File: src/rtl/core/assert_macros.svh
// Assertion macros shared by the RTL.
// Bodies are empty when SYNTHESIS is defined.
`ifndef ASSERT_MACROS_SVH
`define ASSERT_MACROS_SVH
`ifndef SYNTHESIS
`define ASSERT_IMP(lbl, ck, rs, ante, cons, msg) \
  lbl: assert property (@(posedge ck) disable iff (rs) (ante) |-> (cons)) else $error(msg);
`define ASSERT_NXT(lbl, ck, rs, ante, cons, msg) \
  lbl: assert property (@(posedge ck) disable iff (rs) (ante) |=> (cons)) else $error(msg);
`else
`define ASSERT_IMP(lbl, ck, rs, ante, cons, msg)
`define ASSERT_NXT(lbl, ck, rs, ante, cons, msg)
`endif
`endif

File: src/rtl/core/crt2_pkg.sv
// Package for the two-moduli CRT combiner: widths, reset values, types.
// No dependencies.
package crt2_pkg;
  localparam int ModW  = 31;
  localparam int ProdW = 62;
  localparam int DvdW  = 33;
  localparam logic [ModW-1:0] Mod1Reset = 31'd1000000007;
  localparam logic [ModW-1:0] Mod2Reset = 31'd1000000009;
  localparam logic RegMod1 = 1'b0;
  localparam logic RegMod2 = 1'b1;

  typedef struct packed {
    logic            start;
    logic [DvdW-1:0] dividend;
    logic [ModW-1:0] divisor;
  } div_req_t;

  typedef struct packed {
    logic            done;
    logic [DvdW-1:0] quot;
    logic [ModW-1:0] rem;
  } div_rsp_t;
endpackage

File: src/rtl/core/crt2_div.sv
// Restoring shift-subtract divider, one quotient bit per cycle.
// Depends on crt2_pkg.
module crt2_div import crt2_pkg::*; (
  input  logic     clk,
  input  logic     rst,
  input  div_req_t req,
  output div_rsp_t rsp
);
  logic [DvdW-1:0] dvd;
  logic [ModW-1:0] rem;
  logic [ModW-1:0] dsr;
  logic [5:0]      cnt;
  logic            busy;
  logic            done;
  logic [ModW:0]   rsh;
  logic            ge;

  assign rsh = {rem, dvd[DvdW-1]};
  assign ge  = (rsh >= {1'b0, dsr});

  always_ff @(posedge clk) begin
    if (rst) begin
      busy <= 1'b0;
      done <= 1'b0;
    end else begin
      done <= 1'b0;
      if (req.start) begin
        dvd  <= req.dividend;
        dsr  <= req.divisor;
        rem  <= '0;
        cnt  <= '0;
        busy <= 1'b1;
      end else if (busy) begin
        rem <= ge ? ModW'(rsh - {1'b0, dsr}) : rsh[ModW-1:0];
        dvd <= {dvd[DvdW-2:0], ge};
        cnt <= cnt + 6'd1;
        if (cnt == 6'(DvdW - 1)) begin
          busy <= 1'b0;
          done <= 1'b1;
        end
      end
    end
  end

  assign rsp.done = done;
  assign rsp.quot = dvd;
  assign rsp.rem  = rem;
endmodule

File: config.mk
export PLATFORM = sky130hd
export DESIGN_NAME = crt2_div
export DESIGN_NICKNAME = d
export VERILOG_FILES = /design/src/rtl/core/assert_macros.svh /design/src/rtl/core/crt2_pkg.sv /design/src/rtl/core/crt2_div.sv
export SDC_FILE = /design/constraint.sdc
export NUM_CORES = 1
export LEC_CHECK = 0
export BUFFER_PORTS_ARGS = -buffer_cell sky130_fd_sc_hd__buf_4
export CAP_MARGIN = 20
export CORE_UTILIZATION = 59
export CTS_CLUSTER_SIZE = 14
export DETAILED_ROUTE_END_ITERATION = 8
export GPL_ROUTABILITY_DRIVEN = 0
export PLACE_DENSITY = 0.93
export SYNTH_ARGS = -nofsm -noshare
export SYNTH_HDL_FRONTEND = slang
export SYNTH_SLANG_ARGS = --single-unit
File: constraint.sdc
create_clock -name clk -period 11.7 [get_ports clk]
set_clock_uncertainty 0.05 [all_clocks]
set_input_delay 2.34 -clock clk [delete_from_list [all_inputs] [get_ports clk]]
set_output_delay 2.34 -clock clk [all_outputs]
set_load 0.03 [all_outputs]
## Yosys cells after proc, flatten, opt, wreduce, memory -nomap -nowiden

Cells that the tools add are included.

| storage, ports and cells | value |
|---|---|
| register bits after elaboration | 103 |
| latch bits | 0 |
| RAM bits | 0 |
| memory bits (read-only) | 0 |
| input bits | 67 |
| output and inout bits | 65 |
| word-level logic and storage cells | 25 |
| memories kept | 0 |

| cells by class | value |
|---|---|
| $add $sub $neg | 2 |
| multiply operators | 0 |
| div/mod/pow operators | 0 |
| magnitude comparators | 1 |
| eq/ne operators | 1 |
| shift-type cells | 0 |
| muxes and demuxes | 9 |
| bitwise gates (word level) | 2 |
| reductions and logical operators | 4 |

Operators by type and width:

| kind | number |
|---|---|
| $mux 33 | 2 |
| $mux 31 | 2 |
| $ge 32x31->1 | 1 |
| $sub 31x31->31 | 1 |
| $add 6x1->6 const B | 1 |
| $eq 6x6->1 const B | 1 |
| $mux 6 | 1 |
| $mux 1 | 4 |
| $reduce_and 2->1 | 2 |
| $reduce_or 3->1 | 1 |
| $not 1->1 | 2 |
| $reduce_bool 2->1 | 1 |

## Logic depth before layout (Yosys ltp)

Gate-level depths: netlist (run 1).

| depth | value |
|---|---|
| depth after elaboration | 4 |
| mapped depth | 13 |
| gate-level depth less buffers | 11 |

## Worst setup path after synthesis (run 1)

Ideal clock, no wire load.

| path | value |
|---|---|
| path type | input to register |
| start | input req[64] (netlist bit) |
| end | register cnt[0], enable pin |
| library setup time | 0.498 ns |
| arrival | 6.014 ns |
| data required time | 11.152 ns |
| slack | 5.137 ns |
| cell stages on the path | 4 |
| buffers on the path | 2 |
| cells stage by stage | buf_1 -> clkbuf_1 -> nor2_1 -> nor2_1 |

| on the way | value |
|---|---|
| longest elaborated chain between the ends | 2 |

RTL lines:

| item | RTL line | RTL |
|---|---|---|
| start, declared | crt2_div.sv:6 | `input div_req_t req,` |
| $reduce_bool 2->1 (no source line) | -- |  |
| $reduce_and 2->1 (no source line) | -- |  |
| end signal, assigned | crt2_div.sv:36 | `cnt <= cnt + 6'd1;` |
| end, declared | crt2_div.sv:12 | `logic [5:0] cnt;` |

No other way between the ends.
A chain may end at the register's enable or synchronous reset.

## Worst setup path after layout (run 1)

| path | value |
|---|---|
| start | input req[64] (netlist bit) |
| end | register rem[17], enable pin |

| on the way | value |
|---|---|
| longest elaborated chain between the ends | 2 |

RTL lines:

| item | RTL line | RTL |
|---|---|---|
| $reduce_bool 2->1 (no source line) | -- |  |
| $reduce_and 2->1 (no source line) | -- |  |
| end signal, assigned | crt2_div.sv:34 | `rem <= ge ? ModW'(rsh - {1'b0, dsr}) : rsh[ModW-1:0];` |
| end, declared | crt2_div.sv:10 | `logic [ModW-1:0] rem;` |

No other way between the ends.

==> results of run 1 <==
==> layout by cell type (no fill, tap or decap), types with 2 or more instances in the layout <==
master	netlist	routed
a211oi_1	6	6
a21boi_0	2	2
a21boi_1	2	2
a21o_1	18	18
a21oi_1	51	51
a21oi_2	3	3
a31oi_1	3	3
and3_1	3	3
buf_4	2	134
clkbuf_8	0	9
dfxtp_1	2	2
edfxtp_1	101	101
ha_1	33	33
inv_1	37	37
inv_6	0	3
mux2_2	34	34
nand2_1	69	69
nand2b_1	6	6
nand3_1	20	20
nand4_1	8	8
nor2_1	35	32
nor2_2	1	3
nor2b_1	5	5
nor3_1	3	3
nor3b_1	2	2
o211ai_1	2	2
o211ai_2	2	2
o21a_1	4	4
o21ai_0	15	15
o221ai_1	2	2
or3_1	4	4
xnor2_1	13	13
xor2_1	9	9
==> metrics by stage <==
step / std cells / hold slack, ns / total power, mW / area (um2)
final: 805 / 0.4548 / 1.038 / 7196
after global routing: 805 / 0.4730 / 1.088 / 7196
after CTS: 804 / 0.4504 / 1.034 / 7181
after detailed placement: 788 / 0.4352 / 0.8302 / 7009
after global placement: 788 / 0.4304 / 0.8160 / 7009
after floorplan: 543 / 0.4036 / 0.7324 / 5936
==> logic make-up after synthesis <==
family	after synthesis	share of synthesized area
buffers and inverters	59	0.04216
xor gates and xnor gates	22	0.03246
AOI/OAI and AO/OA	124	0.1381
and+or+nand+nor	166	0.1305
adders and majority gates	34	0.07294
muxes	35	0.06619
DFF	103	0.5177
==> cell type report <==
type | count | area (um2)
clock buffers | 10 | 127.6
clock inverters | 6 | 43.79
fillers | 685 | 2579
inverters | 37 | 138.9
multi-input cells | 381 | 2625
flip-flops and latches | 103 | 3073
well taps | 133 | 166.4
repair buffers | 135 | 1021
==> sequential cells by signal (all words and copies together), names as in the netlist <==
signal	count
busy	1
cnt	6
done	1
dsr	31
dvd	33
rem	31
==> layer usage <==
layer / track usage / vias up / wire [um]
met5: 0 / - / 0
met4: 0.08132 / 0 / 208
met3: 0.08824 / 25 / 1134
met2: 0.4713 / 218 / 6785
met1: 0.3080 / 2211 / 5347
li1: - / 2215 / -
==> synth_stat cells, drive strengths merged (2+ instances only) <==
| master | n | area [um2] |
|---|---|---|
| buf | 13 | 77.56 |
| o221ai | 2 | 17.52 |
| a211oi | 7 | 57.55 |
| or3 | 4 | 25.02 |
| o211ai | 4 | 40.03 |
| nor2b | 5 | 31.28 |
| ha | 33 | 412.9 |
| o21ai | 17 | 88.83 |
| mux2 | 34 | 382.9 |
| a21boi | 5 | 41.28 |
| a31oi | 4 | 40.04 |
| nand2 | 69 | 259.0 |
| nand3 | 21 | 110.1 |
| xor2 | 9 | 78.83 |
| nor3b | 2 | 15.01 |
| edfxtp | 101 | 3033 |
| nor3 | 3 | 15.01 |
| clkbuf | 9 | 33.78 |
| nor2 | 36 | 137.6 |
| inv | 37 | 138.9 |
| a21oi | 54 | 281.5 |
| and2 | 2 | 15.02 |
| nand4 | 8 | 50.05 |
| xnor2 | 13 | 113.9 |
| and3 | 3 | 18.77 |
| a21o | 18 | 135.1 |
| nand2b | 6 | 37.54 |
| o21a | 4 | 30.03 |
| dfxtp | 2 | 40.04 |
==> where the power goes <==
| part | internal, mW | switching [mW] | total, mW |
|---|---|---|---|
| clock network | 0.0791 | 0.129 | 0.208 |
| logic | 0.146 | 0.215 | 0.361 |
| registers | 0.448 | 0.0216 | 0.470 |
| total | 0.673 | 0.365 | 1.04 |
==> worst max-delay path: cells and delay by family <==
kind,cells,cell delay (ns)
buffers and inverters,2,1.19
and+or+nand+nor,2,0.91
==> worst paths after layout <==
kind / end / start / depth (start not counted)
worst max-delay path: rem[17] / req[64] / 4
worst min-delay path: done / busy / 1
worst max register to register: rem[25] / dvd[32] / 12
worst min register to register: done / busy / 1
==> run metrics, run 1 <==
status=complete, no violations; Hold-fix buffers, CTS=0; mapped cell area=5936 um2; Async S/R FF share, synth=0; first-pass GRT wire length=21.20 mm; antenna diode count=0; Total Wirelength=about 13 mm; CP Data Required Time=around 12 ns; R2R setup slack=between 8 and 9 ns; Synthesized Nets=644; DR WL/cell=~17 um; CTS H-tree lvls=3; CP peak stage delay=around 0.7 ns; Seq/Total Area, Yosys=0.5177; final setup fails=0; Antenna Violating Nets Remaining=0; initial DRC count=265; crit start category=primary input; num ports=132; Die Area=10470 um2; endpoint class of the critical path=register; RSZ-0062 raised after global routing=no; VDD IR max=0.1032 mV; crit share post-route=0.3876; Starting Density=0.6073; Max Cap Viol=0; Final Max Slew Viols=0; Synth-to-Final Area Change=21.23%; Most common cell on crit path=buf_4; IO buf count=~130; vias per cell=5.800; GRT overflow=0; root buf cell=clkbuf_8; worst skew pair latency=0.39 ns; PwrDens=144.3 nW/um2; detailed placer's ending HPWL=slightly below 10 mm; DRC=0; Yosys cell types=just over 60; Die H=102.3 um; Total Routing Usage GR=0.2672; Layout Nets=about 770; Die W=102.3 um; post-layout worst setup margin=7.165 ns; drt first pass iters=5; Synth Instances=approximately 540; CTS-repair resized insts=0; P_leak=a little over 3 nW; initial antenna violation count=0; Fin Setup TNS=0 ns; largest net degree at the start of global routing=between 60 and 70; pre-CTS setup slack=a little under 7 ns; EDFF count, synth=101; core box area=slightly below 10000 um2; Longest Clk Path Bufs=2; Sink Count=around 100; Reg clk slew, reported paths=about 0.1 ns; Fmax=220.5 MHz; CTS tree=built; Syn Area/Cell=roughly 11 um2; Post-CTS Repair Setup Buffers=0; Hold Path Class=register to register; dominant synthesized flop cell=edfxtp_1; number of global-route vias before repair=roughly 4600; synth warn=0; crit path DAT=between 4 and 5 ns; Final Hold Fails=0; layout cell share with drive strength beyond 1=0.2991; Crit Path Class=primary input to register; critical path's slowest cell=nor2_4; final core occ=0.7362; CP max FO=a little under 70; clock buffer count from CTS=9; #FFs+latches synth=between 100 and 150; Worst-Margin Slew=0.8649 ns; via count=4669; Row Count=36; crit path time final=roughly 4.5 ns; crit-path cells=buf_4 -> nor2_1 -> nor2_4 -> buf_4; Slew headroom=0.4220
Note: power is estimated with default switching activity, not from simulation.
==> run 2, diff against run 1 <==
Settings changed: CORE_UTILIZATION 59 to 50, PLACE_DENSITY 0.93 to 0.84.
Clock period 11.7 ns to 4.1 ns, I/O delays scaled along.
==> run metrics, run 2 (same netlist as run 1, synthesis figures left out) <==
R2R setup slack=0.81 ns (was 8.23 ns); CP delay by family, top=simple AND/OR/NAND/NOR gates (was buffers and inverters); Crit Path Class=register to register (was primary input to register); Final Max Slew Viols=0 (unchanged); Sink Count=103 (unchanged); violated checks=DRC; Comb pwr share=0.319 (was 0.347); Final Hold Fails=0 (unchanged); core box area=11520 um2 (was 9774 um2); CTS H-tree lvls=3 (unchanged); Switching Share=0.3386 (was 0.3516); commonest non-fill, non-tap cell in the layout=buf_4 (unchanged); drt first pass iters=9 (was 5); crit-path cells=inv_1 -> ha_1 -> fa_1 -> nand2b_1 -> a21oi_1 -> o211ai_2 -> nand3_2 -> a211oi_2 -> or2_1 -> or4_1 -> nand3_1 (was buf_4 -> nor2_1 -> nor2_4 -> buf_4); Total Wirelength=13.90 mm (was 13.48 mm); Pint=2.130 mW (was 673.0 uW); Starting Density=0.5154 (was 0.6073); initial antenna violation count=0 (unchanged); critical path's slowest cell=or4_1 (was nor2_4); num ports=132 (unchanged); PwrDens=439.5 nW/um2 (was 144.3 nW/um2); largest registers=dvd (33), dsr (31), rem (31) (unchanged); crit share post-route=0.8014; largest net degree at the start of global routing=69 (unchanged); Fin Setup TNS=0 ns (unchanged); CTS tree=built (unchanged); final core occ=0.6361 (was 0.7362); sum of buffers and inverters on the critical path=1 (was 2); IO buf count=131 (unchanged); final-layout fill cell count=892 (was 685); CP max FO=21 (was 68); number of global-route vias before repair=4645 (was 4597); initial DRC count=267 (was 265); VDD IR max=0.3216 mV (was 0.1032 mV); DR WL/cell=17.04 um (was 16.74 um); Hold Path Class=register to register (unchanged); antenna diode count=0 (unchanged); Longest Clk Path Bufs=2 (unchanged); Post-CTS Repair Setup Buffers=0 (unchanged); P_sw=1.090 mW (was 365.0 uW); status=finished with violations (was complete, no violations); crit start category=register (was primary input); Biggest register=dvd (unchanged); Clk pwr share=0.265 (was 0.200); Hold-fix buffers, CTS=0 (unchanged); most frequent cells in the layout=buf_4, edfxtp_1, nand2_1 (unchanged); Seq pwr share=0.416 (was 0.453); Worst-Margin Slew=0.8034 ns (was 0.8649 ns); P_leak=3.130 nW (was 3.075 nW); crit path DAT=3.46 ns (was 4.51 ns); max FFs per register=33 (unchanged); Max Cap Viol=0 (unchanged); fin area=7326 um2 (was 7196 um2); Layout Nets=769 (was 768); clock buffer count from CTS=9 (unchanged); Slew headroom=0.4644 (was 0.4220); Die Area=12310 um2 (was 10470 um2); final setup fails=0 (unchanged); via count=4621 (was 4669); GRT overflow=0 (unchanged); Area after DPL=7037 um2 (was 7009 um2); Synth-to-Final Area Change=23.42% (was 21.23%); Reg clk slew, reported paths=0.08 ns (was 0.10 ns); worst skew pair latency=0.36 ns (was 0.39 ns); vias per cell=5.663 (was 5.800); Fmax=~300 MHz; Antenna Violating Nets Remaining=0 (unchanged); Row Count=39 (was 36); Total Routing Usage GR=0.2313 (was 0.2672); post-layout worst setup margin=0.8141 ns (was 7.165 ns); layout cell share with drive strength beyond 1=0.3031 (was 0.2991); crit path time final=about 3.3 ns; DRC=10 (was 0); Die W=111.0 um (was 102.3 um); detailed placer's ending HPWL=9.907 mm (was 9.898 mm); first-pass GRT wire length=22.40 mm (was 21.20 mm); CP Data Required Time=4.27 ns (was 11.67 ns); Worst Hold Slack=0.4436 ns (was 0.4548 ns); root buf cell=clkbuf_16 (was clkbuf_8); endpoint class of the critical path=register (unchanged); pre-CTS setup slack=0.8938 ns (was 6.759 ns); CTS-repair resized insts=0 (unchanged); RSZ-0062 raised after global routing=no (unchanged); CP peak stage delay=0.61 ns (was 0.70 ns); Die H=111.0 um (was 102.3 um)
## run 2: cell type report
class | count | area, um2 | share of cell area
flip-flops and latches | 103 | 3073 | 0.4195
multi-input cells | 381 | 2625 | 0.3583
repair buffers | 136 | 1021 | 0.1394
clock buffers | 10 | 239.0 | 0.03262
well taps | 143 | 178.9 | 0.02442
inverters | 37 | 138.9 | 0.01896
clock inverters | 6 | 50.05 | 0.006832
## run 2: final timing paths
check / from / depth (start not counted) / endpoint
worst max-delay path: dvd[32] / 11 / rem[27]
worst min-delay path: busy / 1 / done
worst max register to register: dvd[32] / 11 / rem[27]
worst min register to register: busy / 1 / done
## run 2: stage by stage
step                power (mW)  instances
finish                   3.220        816
global route             3.375        816
CTS                      3.228        816
detailed placement       2.377        800
global placement         2.347        800
floorplan                2.088        543
## run 2: metal layers
metal,GRT usage,share of wire,vias to the layer above
met1,0.2706,0.40,2178
met4,0.06849,0.017,0
met5,0,0,-
met2,0.3958,0.49,195
li1,-,-,2226
met3,0.08529,0.093,22
## run 2: power by group through the flow
| stage | Clock, mW | Combinational (mW) | Sequential (mW) |
|---|---|---|---|
| final | 0.852 | 1.03 | 1.34 |
| after global routing | 0.897 | 1.13 | 1.35 |
| after CTS | 0.864 | 1.02 | 1.34 |
| after detailed placement | 0 | 1.01 | 1.36 |
| after global placement | 0 | 0.988 | 1.36 |
| after floorplan | 0 | 0.623 | 1.47 |
==> run 3, diff against run 2 <==
Settings changed: CORE_UTILIZATION 50 to 55, PLACE_DENSITY 0.84 to 0.88.
Clock period 4.1 ns to 3.3 ns, I/O delays scaled along.
==> run metrics, run 3 (same netlist as run 1, synthesis figures left out) <==
status=complete, no violations (was finished with violations); CTS H-tree lvls=3 (unchanged); P_leak=3.090 nW (was 3.130 nW); max FFs per register=33 (unchanged); most frequent cells in the layout=buf_4, edfxtp_1, nand2_1 (unchanged); P_sw=1.305 mW (was 1.090 mW); Die H=105.9 um (was 111.0 um); Antenna Violating Nets Remaining=0 (unchanged); Total Routing Usage GR=0.2607 (was 0.2313); Seq pwr share=0.450 (was 0.416); crit start category=register (unchanged); Hold Path Class=primary input to register (was register to register); crit path time final=3.062 ns (was 3.286 ns); Seq. cell area=3073 um2 (unchanged); endpoint class of the critical path=register (unchanged); Total Wirelength=13.63 mm (was 13.90 mm); commonest non-fill, non-tap cell in the layout=buf_4 (unchanged); pre-CTS setup slack=0.2963 ns (was 0.8938 ns); layout cell share with drive strength beyond 1=0.3043 (was 0.3031); Synth-to-Final Area Change=21.90% (was 23.42%); DRC=0 (was 10); R2R setup slack=0.24 ns (was 0.81 ns); Starting Density=0.5698 (was 0.5154); CP Data Required Time=3.51 ns (was 4.27 ns); vias per cell=5.726 (was 5.663); Comb pwr share=0.349 (was 0.319); Layout Nets=773 (was 769); root buf cell=clkbuf_8 (was clkbuf_16); DR WL/cell=16.77 um (was 17.04 um); RSZ-0062 raised after global routing=no (unchanged); first-pass GRT wire length=22.45 mm (was 22.40 mm); Max Cap Viol=0 (unchanged); largest net degree at the start of global routing=49 (was 69); final setup fails=0 (unchanged); CP max FO=12 (was 21); clock buffer count from CTS=9 (unchanged); Clk pwr share=0.201 (was 0.265); Hold Path Depth=1 (unchanged); PwrDens=511.3 nW/um2 (was 439.5 nW/um2); initial antenna violation count=0 (unchanged); Crit Path Class=register to register (unchanged); antenna diode count=0 (unchanged); Pint=2.395 mW (was 2.130 mW); Biggest register=dvd (unchanged); Fin Setup TNS=0 ns (unchanged); worst skew pair latency=0.40 ns (was 0.36 ns); Longest Clk Path Bufs=2 (unchanged); Die W=105.9 um (was 111.0 um); drt first pass iters=4 (was 9); num ports=132 (unchanged); initial DRC count=243 (was 267); Row Count=37 (was 39); crit path DAT=3.28 ns (was 3.46 ns); multi-input logic area=2630 um2 (was 2625 um2); core box area=10420 um2 (was 11520 um2); IO buf count=131 (unchanged); post-layout worst setup margin=0.2384 ns (was 0.8141 ns); CTS tree=built (unchanged); worst reg2reg path depth=11 (unchanged); Reg clk slew, reported paths=0.11 ns (was 0.08 ns); via count=4655 (was 4621); largest registers=dvd (33), dsr (31), rem (31) (unchanged); Worst-Margin Slew=0.6308 ns (was 0.8034 ns); GRT overflow=0 (unchanged); Die Area=11210 um2 (was 12310 um2); number of global-route vias before repair=4763 (was 4645); Sink Count=103 (unchanged); Final Hold Fails=0 (unchanged); VDD IR max=0.3452 mV (was 0.3216 mV); crit share post-route=0.9278 (was 0.8014); Final Max Slew Viols=0 (unchanged); final-layout fill cell count=757 (was 892); Switching Share=0.3526 (was 0.3386); detailed placer's ending HPWL=10.20 mm (was 9.907 mm); Fmax=326.6 MHz (was 304.3 MHz); Slew headroom=0.5795 (was 0.4644)
[run 3: final timing paths]
kind	start	endpoint
setup reg to reg	dvd[32]	rem[27]
setup / recovery	dvd[32]	rem[27]
hold / removal	req[11]	dsr[11]
hold reg to reg	busy	done
[run 3: layer usage]
layer  part of all wire  up-vias  GRT usage  wire, um
li1                   -     2226          -         -
met1               0.39     2196     0.2912      5330
met4              0.015        0     0.1012       208
met3              0.093       20    0.09276      1272
met2               0.50      213     0.4533      6822
met5                  0        -          0         0
[run 3: layout make-up]
type / count / area share
clock inverters: 5 / 0.005706
multi-input cells: 381 / 0.3635
inverters: 37 / 0.01919
repair buffers: 140 / 0.1453
clock buffers: 11 / 0.01816
well taps: 136 / 0.02352
flip-flops and latches: 103 / 0.4247
[run 3: power by group through the flow]
stage | clock [mW] | sequential, mW | combinational, mW
after floorplan | 0 | 1.82 | 0.774
after global placement | 0 | 1.69 | 1.23
after detailed placement | 0 | 1.69 | 1.27
after CTS | 0.760 | 1.67 | 1.28
after global routing | 0.797 | 1.68 | 1.42
final | 0.742 | 1.67 | 1.29
[run 3: stage by stage]
step	utilization	power, mW	cell area [um2]	std cells	hold slack (ns)
after detailed placement	0.6776	2.969	7058	797	0.4452
after CTS	0.6942	3.708	7231	813	0.3587
after global placement	0.6776	2.926	7058	797	0.4334
after floorplan	-	2.594	5943	543	0.4036
after global routing	0.6947	3.894	7236	813	0.3669
final	0.6947	3.700	7236	813	0.3753
[run 3: critical path, stage by stage, from the launching register on]
cell and delay (ns):
edfxtp_1 0.39, inv_1 0.06, ha_1 0.23, fa_1 0.40, nand2b_1 0.19, a21oi_1 0.27, o211ai_2 0.17, nand3_2 0.10
a211oi_2 0.09, or2_1 0.39, or4_1 0.52, nand3_1 0.08
[run 3: what timing repair did]
item                       in CTS  in global routing
gates resized for setup         0                  1
hold endpoints to repair        0                  0
setup endpoints to repair       0                  1
setup buffers                   0                  0
hold buffers                    0                  0
